<file path="src/rtl/core/lmsr_pkg.sv">
package lmsr_pkg;

	localparam int DEVICES = 4;
	localparam int BUF_LEN = DEVICES * 8;
	localparam int DEV_W   = (DEVICES > 1) ? $clog2(DEVICES) : 1;

	localparam logic [1:0] CMD_PUSH    = 2'd0;
	localparam logic [1:0] CMD_CLEAR   = 2'd1;
	localparam logic [1:0] CMD_REFRESH = 2'd2;

	localparam logic [DEV_W-1:0] DEV_LAST = DEV_W'(DEVICES - 1);
	localparam logic [2:0]       ROW_LAST = 3'd7;

	typedef logic [7:0] col_t;

	typedef struct packed {
		logic             push;
		logic             clear;
		logic             load;
		logic             rot_blk;
		logic [2:0]       row;
		logic [DEV_W-1:0] dev;
		logic             last;
	} ctl_t;

endpackage

</file>
<file path="src/rtl/core/lmsr_ifs.sv">
interface lmsr_req_if;
	logic       valid;
	logic       ready;
	logic [1:0] cmd;
	logic [7:0] column_bits;

	modport source (output valid, output cmd, output column_bits, input ready);
	modport sink   (input valid, input cmd, input column_bits, output ready);
endinterface

interface lmsr_frame_if;
	logic       valid;
	logic       ready;
	logic [1:0] chain_position;
	logic [3:0] register_address;
	logic [7:0] register_data;
	logic       last;

	modport source (output valid, output chain_position, output register_address,
		output register_data, output last, input ready);
	modport sink   (input valid, input chain_position, input register_address,
		input register_data, input last, output ready);
endinterface

interface lmsr_cfg_if;
	logic valid;
	logic ready;
	logic rotate_enable;

	modport source (output valid, output rotate_enable, input ready);
	modport sink   (input valid, input rotate_enable, output ready);
endinterface

</file>
<file path="src/rtl/core/lmsr_ctrl.sv">
module lmsr_ctrl (
	input  logic             clk,
	input  logic             arst_n,
	input  logic             req_valid,
	input  logic [1:0]       req_cmd,
	output logic             req_ready,
	output logic             out_valid,
	input  logic             out_ready,
	output lmsr_pkg::ctl_t   ctl
);
	import lmsr_pkg::*;

	localparam logic ST_IDLE = 1'b0;
	localparam logic ST_RUN  = 1'b1;

	logic             st_q;
	logic [2:0]       row_q;
	logic [DEV_W-1:0] dev_q;
	logic             ov_q;
	logic             accept;
	logic             last;

	assign req_ready = (st_q == ST_IDLE);
	assign accept    = req_valid && req_ready;
	assign last      = (dev_q == DEV_LAST) && (row_q == ROW_LAST);
	assign out_valid = ov_q;

	always_comb begin
		ctl         = '0;
		ctl.push    = accept && (req_cmd == CMD_PUSH);
		ctl.clear   = accept && (req_cmd == CMD_CLEAR);
		ctl.load    = (st_q == ST_RUN) && (!ov_q || out_ready);
		ctl.rot_blk = ctl.load && (row_q == ROW_LAST);
		ctl.row     = row_q;
		ctl.dev     = dev_q;
		ctl.last    = last;
	end

	always_ff @(posedge clk or negedge arst_n) begin
		if (!arst_n) begin
			st_q  <= ST_IDLE;
			row_q <= '0;
			dev_q <= '0;
			ov_q  <= 1'b0;
		end else begin
			unique case (st_q)
				ST_IDLE: begin
					if (accept && (req_cmd == CMD_REFRESH)) begin
						st_q <= ST_RUN;
					end
				end
				ST_RUN: begin
					if (ctl.load) begin
						row_q <= row_q + 3'd1;
						if (row_q == ROW_LAST) begin
							dev_q <= last ? '0 : dev_q + 1'b1;
						end
						if (last) begin
							st_q <= ST_IDLE;
						end
					end
				end
				default: st_q <= ST_IDLE;
			endcase
			if (ctl.load) begin
				ov_q <= 1'b1;
			end else if (out_ready) begin
				ov_q <= 1'b0;
			end
		end
	end

`ifndef SYNTHESIS
	a_idle_parked: assert property (@(posedge clk) disable iff (!arst_n)
		st_q == ST_IDLE |-> row_q == '0 && dev_q == '0)
		else $error("counters not parked while idle");
	a_last_ends: assert property (@(posedge clk) disable iff (!arst_n)
		ctl.load && last |=> st_q == ST_IDLE && ov_q)
		else $error("refresh did not end after final frame");
	a_row_step: assert property (@(posedge clk) disable iff (!arst_n)
		ctl.load |=> row_q == $past(row_q) + 3'd1)
		else $error("row counter did not advance");
	a_no_cmd_run: assert property (@(posedge clk) disable iff (!arst_n)
		st_q == ST_RUN |-> !ctl.push && !ctl.clear)
		else $error("buffer command during refresh");
`endif

endmodule

</file>
<file path="src/rtl/core/lmsr_dp.sv">
module lmsr_dp (
	input  logic           clk,
	input  logic           arst_n,
	input  lmsr_pkg::ctl_t ctl,
	input  lmsr_pkg::col_t column_bits,
	input  logic           cfg_we,
	input  logic           cfg_rotate,
	output logic [1:0]     chain_position,
	output logic [3:0]     register_address,
	output logic [7:0]     register_data,
	output logic           last
);
	import lmsr_pkg::*;

	col_t             buf_q [BUF_LEN];
	col_t             blk   [8];
	logic             rot_q;
	logic [DEV_W-1:0] pos;
	logic [7:0]       tdata;
	logic [1:0]       pos_q;
	logic [3:0]       addr_q;
	logic [7:0]       data_q;
	logic             last_q;

	always_comb begin
		for (int i = 0; i < 8; i++) begin
			blk[i]   = buf_q[i];
			tdata[i] = buf_q[i][ctl.row];
		end
		pos = rot_q ? (DEV_LAST - ctl.dev) : ctl.dev;
	end

	always_ff @(posedge clk or negedge arst_n) begin
		if (!arst_n) begin
			rot_q <= 1'b1;
			for (int i = 0; i < BUF_LEN; i++) begin
				buf_q[i] <= '0;
			end
		end else begin
			if (cfg_we) begin
				rot_q <= cfg_rotate;
			end
			if (ctl.clear) begin
				for (int i = 0; i < BUF_LEN; i++) begin
					buf_q[i] <= '0;
				end
			end else if (ctl.push) begin
				for (int i = 0; i < BUF_LEN - 1; i++) begin
					buf_q[i] <= buf_q[i + 1];
				end
				buf_q[BUF_LEN - 1] <= column_bits;
			end else if (ctl.rot_blk) begin
				for (int i = 0; i < BUF_LEN; i++) begin
					buf_q[i] <= buf_q[(i + 8) % BUF_LEN];
				end
			end
		end
	end

	always_ff @(posedge clk) begin
		if (ctl.load) begin
			pos_q  <= 2'(pos);
			addr_q <= rot_q ? (4'd8 - {1'b0, ctl.row}) : ({1'b0, ctl.row} + 4'd1);
			data_q <= rot_q ? tdata : blk[ctl.row];
			last_q <= ctl.last;
		end
	end

	assign chain_position   = pos_q;
	assign register_address = addr_q;
	assign register_data    = data_q;
	assign last             = last_q;

endmodule

</file>
<file path="src/rtl/core/led_matrix_scroll_refresh_unit.sv">
// channel | dir | handshake     | payload
// req     | in  | valid / ready | cmd[1:0], column_bits[7:0]
// frame   | out | valid / ready | chain_position[1:0], register_address[3:0],
//         |     |               | register_data[7:0], last
// cfg     | in  | valid / ready | rotate_enable
//
// Push and clear are applied to the buffer when accepted; an accepted refresh
// then sends one frame per cycle while the frame output is not stalled, set by
// the row/device sequencer walking the buffer block by block.
// A stalled frame output holds the sequencer; no request is taken mid-refresh.
// arst_n clears the column buffer and sets rotate_enable.
module led_matrix_scroll_refresh_unit (
	input  logic clk,
	input  logic arst_n,
	lmsr_req_if.sink     req,
	lmsr_frame_if.source frame,
	lmsr_cfg_if.sink     cfg
);
	import lmsr_pkg::*;

	ctl_t ctl;

	assign cfg.ready = 1'b1;

	lmsr_ctrl u_ctrl (
		.clk       (clk),
		.arst_n    (arst_n),
		.req_valid (req.valid),
		.req_cmd   (req.cmd),
		.req_ready (req.ready),
		.out_valid (frame.valid),
		.out_ready (frame.ready),
		.ctl       (ctl)
	);

	lmsr_dp u_dp (
		.clk              (clk),
		.arst_n           (arst_n),
		.ctl              (ctl),
		.column_bits      (req.column_bits),
		.cfg_we           (cfg.valid),
		.cfg_rotate       (cfg.rotate_enable),
		.chain_position   (frame.chain_position),
		.register_address (frame.register_address),
		.register_data    (frame.register_data),
		.last             (frame.last)
	);

endmodule
</file>
<file path="src/flat_wrapper.sv">
// flat-port wrapper written by rule: the top's interface ports become plain ports
module led_matrix_scroll_refresh_unit_flat import lmsr_pkg::*;
  (clk, arst_n, req_valid, req_cmd, req_column_bits, req_ready, frame_valid, frame_chain_position, frame_register_address, frame_register_data, frame_last, frame_ready, cfg_valid, cfg_rotate_enable, cfg_ready);
  lmsr_req_if req_i ();
  lmsr_frame_if frame_i ();
  lmsr_cfg_if cfg_i ();
  input  logic clk;
  input  logic arst_n;
  input wire logic [$bits(req_i.valid)-1:0] req_valid;
  input wire logic [$bits(req_i.cmd)-1:0] req_cmd;
  input wire logic [$bits(req_i.column_bits)-1:0] req_column_bits;
  output wire logic [$bits(req_i.ready)-1:0] req_ready;
  output wire logic [$bits(frame_i.valid)-1:0] frame_valid;
  output wire logic [$bits(frame_i.chain_position)-1:0] frame_chain_position;
  output wire logic [$bits(frame_i.register_address)-1:0] frame_register_address;
  output wire logic [$bits(frame_i.register_data)-1:0] frame_register_data;
  output wire logic [$bits(frame_i.last)-1:0] frame_last;
  input wire logic [$bits(frame_i.ready)-1:0] frame_ready;
  input wire logic [$bits(cfg_i.valid)-1:0] cfg_valid;
  input wire logic [$bits(cfg_i.rotate_enable)-1:0] cfg_rotate_enable;
  output wire logic [$bits(cfg_i.ready)-1:0] cfg_ready;
  assign req_i.valid = req_valid;
  assign req_i.cmd = req_cmd;
  assign req_i.column_bits = req_column_bits;
  assign req_ready = req_i.ready;
  assign frame_valid = frame_i.valid;
  assign frame_chain_position = frame_i.chain_position;
  assign frame_register_address = frame_i.register_address;
  assign frame_register_data = frame_i.register_data;
  assign frame_last = frame_i.last;
  assign frame_i.ready = frame_ready;
  assign cfg_i.valid = cfg_valid;
  assign cfg_i.rotate_enable = cfg_rotate_enable;
  assign cfg_ready = cfg_i.ready;
  led_matrix_scroll_refresh_unit u_core (.clk(clk), .arst_n(arst_n), .req(req_i), .frame(frame_i), .cfg(cfg_i));
endmodule
</file>
<file path="config.mk">
export PLATFORM = sky130hd
export DESIGN_NAME = led_matrix_scroll_refresh_unit_flat
export DESIGN_NICKNAME = d
export VERILOG_FILES = /design/src/rtl/core/lmsr_pkg.sv /design/src/rtl/core/lmsr_ifs.sv /design/src/rtl/core/lmsr_ctrl.sv /design/src/rtl/core/lmsr_dp.sv /design/src/rtl/core/led_matrix_scroll_refresh_unit.sv /design/src/flat_wrapper.sv
export SDC_FILE = /design/constraint.sdc
export NUM_CORES = 1
export LEC_CHECK = 0
export BUFFER_PORTS_ARGS = -buffer_cell sky130_fd_sc_hd__buf_2
export CORE_UTILIZATION = 45
export CTS_BUF_LIST = sky130_fd_sc_hd__clkbuf_2 sky130_fd_sc_hd__clkbuf_4 sky130_fd_sc_hd__clkbuf_8
export DETAILED_ROUTE_END_ITERATION = 10
export PLACE_DENSITY = 0.64
export SYNTH_ARGS = -nofsm -noshare
export SYNTH_HDL_FRONTEND = slang
export SYNTH_SLANG_ARGS = --single-unit
</file>
<file path="constraint.sdc">
create_clock -name clk -period 2.4 [get_ports clk]
set_clock_uncertainty 0.1 [all_clocks]
set_input_delay 0.48 -clock clk [delete_from_list [all_inputs] [get_ports clk]]
set_output_delay 0.48 -clock clk [all_outputs]
set_load 0.05 [all_outputs]
</file>
==> run summary, run 1 <==
Detail Route Antenna Nets: 0
clk_lat worst skew: 0.58 ns
largest net degree at the start of global routing: 117
CTS Buf Count: 48
WL/cell: 18.5 um
Yosys cell types: 41
CTS tree: built
H-tree level count: 2
Post-synth top cells: nand2_1, dfrtp_1, a22oi_1
total power: 14.8 mW
# rows: 62
Detailed Route WL: 33900 um
# nets final: 1431
antenna violations before repair: 0
Post-Synth Simple-Gate Area: 0.168
setup TNS: 0 ns
# setup viols final: 0
largest family of logic cells by synthesized area: compound AO/OA/AOI/OAI gates
Placed Area: 14100 um2
post-layout min period: 2.11 ns
CP Capture Type: flip-flop
Crit path max-delay family: flip-flops
Critical-path top delay cell: dfrtp_1
max frequency: 473 MHz
area delta synth->final: 12.4%
post-route worst setup slack: 0.288 ns
Root Buffer: clkbuf_8
# diodes: 0
sequential power share: 0.464
Synth async-reset ratio: 0.946
Worst Setup Start Kind: flip-flop
average cell area after synthesis: 9.57 um2
outcome: finished, final reports clean
critical path, cell by cell: ha_1 > ha_1 > and3_4 > buf_12 > buf_4 > mux2i_1 > o22ai_1
unrepaired setup endpoints after global routing: no
cell count after synthesis: 1405
Crit Path Max Fanout: 29
Comb pwr share: 0.229
Post-CTS Setup Inserts: 0
top_reg_cell synth: dfrtp_1
adder-cell share of the synthesized area: 0.00372
Top cell by count, worst path: ha_1
Syn Nets: 1425
post-synth top area cell: dfrtp_1
drt first pass iters: 5
Post-Syn Area: 13400 um2
WS Path Type: reg2reg
critical path required time: 2.73 ns
Post-Place Setup Slack: 0.314 ns
top-count cell post-synth: nand2_1
final worst path period share: 0.880
worst slew pin tran: 0.598 ns
clk buf depth: 3
initial core utilization: 0.463
DRC viols: 0
XOR/XNOR share of the synthesized area: 0.00326
die extent in x: 175 um
DP Wirelength: 21300 um
CTS clk-pin slew, worst paths: 0.06 ns
die area: 30600 um2
clock network power share: 0.307
vias in the first global route: 10200
Worst Path Buf+Inv: 2
routability cong.: 0.841
die height: 175 um
Critical Path AT: 2.44 ns
peak supply drop: 506 uV
Max-Cap Viols: 0
#FFs+latches synth: 279
via count: 10600
synth warn: 0
post-synthesis sequential area ratio: 0.525
Slew HR: 0.601
Buffers on Ports: 32
total track usage: 0.227
Pwr per Cell Area: 981 nW/um2
grt ovf: 0
top cell type's share of synthesized area: 0.489
Worst Hold Class: in2reg
layout cells sized above 1: 0.137
R2R setup slack: 0.29 ns
first-pass GRT wire length: 56300 um
most area-consuming cells after synthesis: dfrtp_1, nand2_1, a22oi_1, and3_1, a21oi_1
Vias/cell: 5.80
internal power: 9.73 mW
final instance area: 15100 um2
Static Leak: 7.43 nW
EDFF count, synth: 15
Sw Ratio: 0.344
post-synthesis compound-gate area fraction: 0.183
Clock Sinks: 279
final slew viol count: 0
Sw Pwr: 5.10 mW
post-synthesis mux area share: 0.0643
Fin Hold WS: 0.0222 ns
initial drt markers: 984
Fin. Hold Viols: 0
Resize count post-CTS: 0
# hold bufs at CTS: 3
CORE AREA: 29000 um2
Top Ports: 34
slowest stage delay, CP: 0.53 ns
## per-stage QoR
| step | std cells | utilization |
|---|---|---|
| 6_report | 1830 | 0.521 |
| 5_1_grt | 1830 | 0.521 |
| 4_1_cts | 1830 | 0.521 |
| 3_5_place_dp | 1742 | 0.484 |
| 3_3_place_gp | 1742 | 0.484 |
| 2_1_floorplan | 1405 | - |
## power groups by stage
stage,clock network (mW),logic (mW),registers (mW)
2_1_floorplan,0,2.39,6.74
3_3_place_gp,0,3.33,6.91
3_5_place_dp,0,3.41,6.93
4_1_cts,4.63,3.42,6.85
5_1_grt,4.85,3.80,7.00
6_report,4.55,3.40,6.88
## tightest hold or removal path: stages
cell	delay, ns
buf_2	0.08
a22oi_1	0.05
nand2_1	0.05
## sequential cells by signal, summed over array words and instances, names as in the netlist
name and count:
u_core.u_dp.register_address 4, u_core.u_dp.last 1, u_core.u_ctrl.out_valid 1, u_core.u_dp.blk 64, u_core.u_ctrl.st_q 1, u_core.u_ctrl.dev_q 2, u_core.u_ctrl.row_q 3, u_core.u_dp.register_data 8
u_core.u_dp.buf_q 192, u_core.u_dp.rot_q 1, u_core.u_dp.chain_position 2
## path summary, 6_finish.rpt
check                                                     to  cells after the start                               start
max in group asynchronous      u_core.u_dp.rot_q$_DFFE_PN1P_                      3                              arst_n
min in group asynchronous    u_core.u_dp.blk[14]$_DFFE_PN0P_                      2                              arst_n
min                         u_core.u_dp.buf_q[6]$_DFFE_PN0P_                      3                  req_column_bits[6]
max                          u_core.u_dp.blk[51]$_DFFE_PN0P_                      7  u_core.u_ctrl.row_q[1]$_DFFE_PN0P_
min reg2reg                u_core.u_dp.buf_q[37]$_DFFE_PN0P_                      2   u_core.u_dp.buf_q[37]$_DFFE_PN0P_
max reg2reg                  u_core.u_dp.blk[51]$_DFFE_PN0P_                      7  u_core.u_ctrl.row_q[1]$_DFFE_PN0P_
## kinds of logic (layout without fill, tap and decap cells)
logic type,after synthesis,in the layout
AND/OR/NAND/NOR,515,515
flip-flops,279,279
other,1,1
XOR/XNOR,5,5
buffers and inverters,141,182
AO/OA/AOI/OAI,404,404
multiplexers,56,56
adder cells (fa/ha/maj),4,4
## area by class of cell
type | instances | area (um2)
clock buffers | 79 | 987
clock inverters | 6 | 42.5
fillers | 2646 | 13900
inverters | 16 | 60.1
multi-input cells | 985 | 5700
flip-flops and latches | 279 | 7060
well taps | 384 | 480
repair buffers | 81 | 783
## per-layer routing
| metal | wire [um] | up-vias | track usage |
|---|---|---|---|
| met2 | 15100 | 264 | 0.337 |
| met4 | 551 | 0 | 0.0634 |
| li1 | - | 5001 | - |
| met1 | 16500 | 5290 | 0.343 |
| met3 | 1770 | 50 | 0.0366 |
| met5 | 0 | - | 0 |
## placed cells by master, fill, tap and decap left out, drive strengths merged, types with 2 or more instances in the layout
master,Yosys,layout
mux2i,29,29
a21oi,121,121
buf,73,78
nor2,6,6
xor2,2,2
xnor2,3,3
mux4,23,23
a211oi,9,9
clkbuf,52,79
and3,107,107
or2,3,3
nand2b,2,2
inv,16,18
ha,4,4
nand2,386,386
mux2,4,4
a22oi,143,143
a32oi,2,2
edfxtp,15,15
dlygate4sd3,0,3
nand3,6,6
clkinv,0,3
o21ai,103,103
dfrtp,263,263
o22ai,13,13
a31oi,6,6
o221ai,6,6
Power figures use the tool's default switching activity.
==> run 2, diff against run 1 <==
==> constraint.sdc (replaced) <==
create_clock -name clk -period 2.3 [get_ports clk]
set_clock_uncertainty 0.1 [all_clocks]
set_input_delay 0.46 -clock clk [delete_from_list [all_inputs] [get_ports clk]]
set_output_delay 0.46 -clock clk [all_outputs]
set_load 0.05 [all_outputs]
==> run 2 against run 1 <==
Net effect:
- critical path depth fell by 2
- core utilization rose by 0.58 points
- combinational power rose by 8.8%
- sequential power rose by 4.1%
- fmax rose by 3.1%
- largest cell class unchanged
==> run summary, run 2 (synthesis results as in run 1) <==
Detailed Route WL: 33900 um (about the same)
initial core utilization: 0.463 (unchanged)
die area: 30600 um2 (unchanged)
commonest non-fill, non-tap cell in the layout: nand2_1
die height: 175 um (unchanged)
unrepaired setup endpoints after global routing: no
Filler Cell Count: 2620 (-0.98%)
setup TNS: 0 ns (unchanged)
area delta synth->final: 13.6%
# rows: 62 (unchanged)
# setup viols final: 0 (unchanged)
CP Capture Type: flip-flop
Top Ports: 34 (unchanged)
Max-Cap Viols: 0 (unchanged)
Largest Register: u_core.u_dp.buf_q
Vias/cell: 5.76 (-0.61%)
Root Buffer: clkbuf_8
CORE AREA: 29000 um2 (unchanged)
peak supply drop: 487 uV (-3.9%)
Worst Setup Start Kind: flip-flop
die extent in x: 175 um (unchanged)
max frequency: 488 MHz (+3.1%)
WS Path Type: reg2reg
final worst path period share: 0.891 (+0.0109)
antenna violations before repair: 0 (unchanged)
Clock Sinks: 279 (unchanged)
clk buf depth: 3 (unchanged)
Placed Area: 14200 um2 (+1.2%)
total track usage: 0.228 (+0.000949)
clk_lat worst skew: 0.56 ns (-0.02 ns)
Resize count post-CTS: 0 (unchanged)
CTS Buf Count: 48 (unchanged)
final instance area: 15300 um2 (+1.1%)
CTS clk-pin slew, worst paths: 0.06 ns (about the same)
via count: 10600 (+0.31%)
Buffers on Ports: 32 (unchanged)
Static Leak: 7.52 nW (+1.2%)
area occupied by multi-input gates: 5700 um2 (unchanged)
max reg flops: 192 (unchanged)
WL/cell: 18.4 um (-0.86%)
grt ovf: 0 (unchanged)
outcome: finished, final reports clean
# nets final: 1446 (+1.0%)
H-tree level count: 2 (unchanged)
fin cells: 1847 (+0.93%)
Worst Hold Class: in2reg
register area: 7060 um2 (unchanged)
critical path required time: 2.49 ns (-0.24 ns)
Post-CTS Setup Inserts: 0 (unchanged)
initial drt markers: 1035 (+5.2%)
Pwr per Cell Area: 1010 nW/um2 (+3.3%)
# hold bufs at CTS: 5 (+2)
Crit Path Max Fanout: 27 (-6.9%)
DRC viols: 0 (unchanged)
routability cong.: 0.823 (-2.2%)
vias in the first global route: 10100 (-0.87%)
post-layout min period: 2.05 ns (-0.0630 ns)
worst slew pin tran: 0.655 ns (+0.0564 ns)
Fin. Hold Viols: 0 (unchanged)
first-pass GRT wire length: 56300 um (about the same)
CTS tree: built
layout cells sized above 1: 0.146 (+0.00866)
DP Wirelength: 21600 um (+1.6%)
dpl cells: 1755 (+0.75%)
# diodes: 0 (unchanged)
Detail Route Antenna Nets: 0 (unchanged)
commonest cells after routing, fill and taps aside: nand2_1, dfrtp_1, a22oi_1, a21oi_1, and3_1
drt first pass iters: 5 (unchanged)
final slew viol count: 0 (unchanged)
Slew HR: 0.563 (-0.0376)
Critical Path AT: 2.24 ns (-0.20 ns)
largest net degree at the start of global routing: 108 (-7.7%)
==> run 2: worst max-delay path: stages (launching register included) <==
cell and delay (ns):
dfrtp_2 0.39, buf_12 0.21, buf_12 0.21, mux4_2 0.52, mux2i_1 0.21, a22oi_1 0.12
==> run 2: area by class of cell <==
class | count | area share
Clock buffer | 80 | 0.0631
Clock inverter | 7 | 0.00270
Inverter | 16 | 0.00393
Multi-Input combinational cell | 985 | 0.373
Sequential cell | 279 | 0.462
Tap cell | 384 | 0.0314
Timing Repair Buffer | 96 | 0.0639
==> run 2: path summary, 6_finish.rpt <==
kind	startpoint	end	slack, ns	cells after the start
worst max-delay path	u_core.u_ctrl.row_q[0]$_DFFE_PN0P_	u_core.u_dp.register_data[1]$_DFFE_PP_	0.25	5
worst min-delay path	req_column_bits[5]	u_core.u_dp.buf_q[5]$_DFFE_PN0P_	0.03	3
worst max register to register	u_core.u_ctrl.row_q[0]$_DFFE_PN0P_	u_core.u_dp.register_data[1]$_DFFE_PP_	0.25	5
worst min register to register	u_core.u_dp.buf_q[41]$_DFFE_PN0P_	u_core.u_dp.buf_q[41]$_DFFE_PN0P_	0.38	2
max in group asynchronous	arst_n	u_core.u_dp.buf_q[146]$_DFFE_PN0P_	1.19	3
min in group asynchronous	arst_n	u_core.u_dp.buf_q[94]$_DFFE_PN0P_	0.21	2
==> run 2: stage by stage <==
stage | total power, mW | util | worst slack [ns] | hold WS, ns
floorplan | 9.53 | - | 0.259 | 0.0644
global placement | 10.8 | 0.490 | 0.239 | 0.200
detailed placement | 10.9 | 0.490 | 0.215 | 0.198
CTS | 15.6 | 0.527 | 0.222 | 0.00286
global route | 16.4 | 0.527 | 0.175 | 0.0177
finish | 15.5 | 0.527 | 0.251 | 0.0321
==> run 2: layer usage <==
| layer | track usage | wire, um | up-vias |
|---|---|---|---|
| met5 | 0 | 0 | - |
| met1 | 0.345 | 16100 | 5235 |
| met2 | 0.339 | 15200 | 334 |
| met3 | 0.0392 | 2020 | 45 |
| li1 | - | - | 5024 |
| met4 | 0.0583 | 648 | 0 |
==> run 2: power breakdown <==
part | switching [mW] | internal (mW)
clock | 1.99 | 2.64
sequential | 1.11 | 6.04
combinational | 2.18 | 1.52
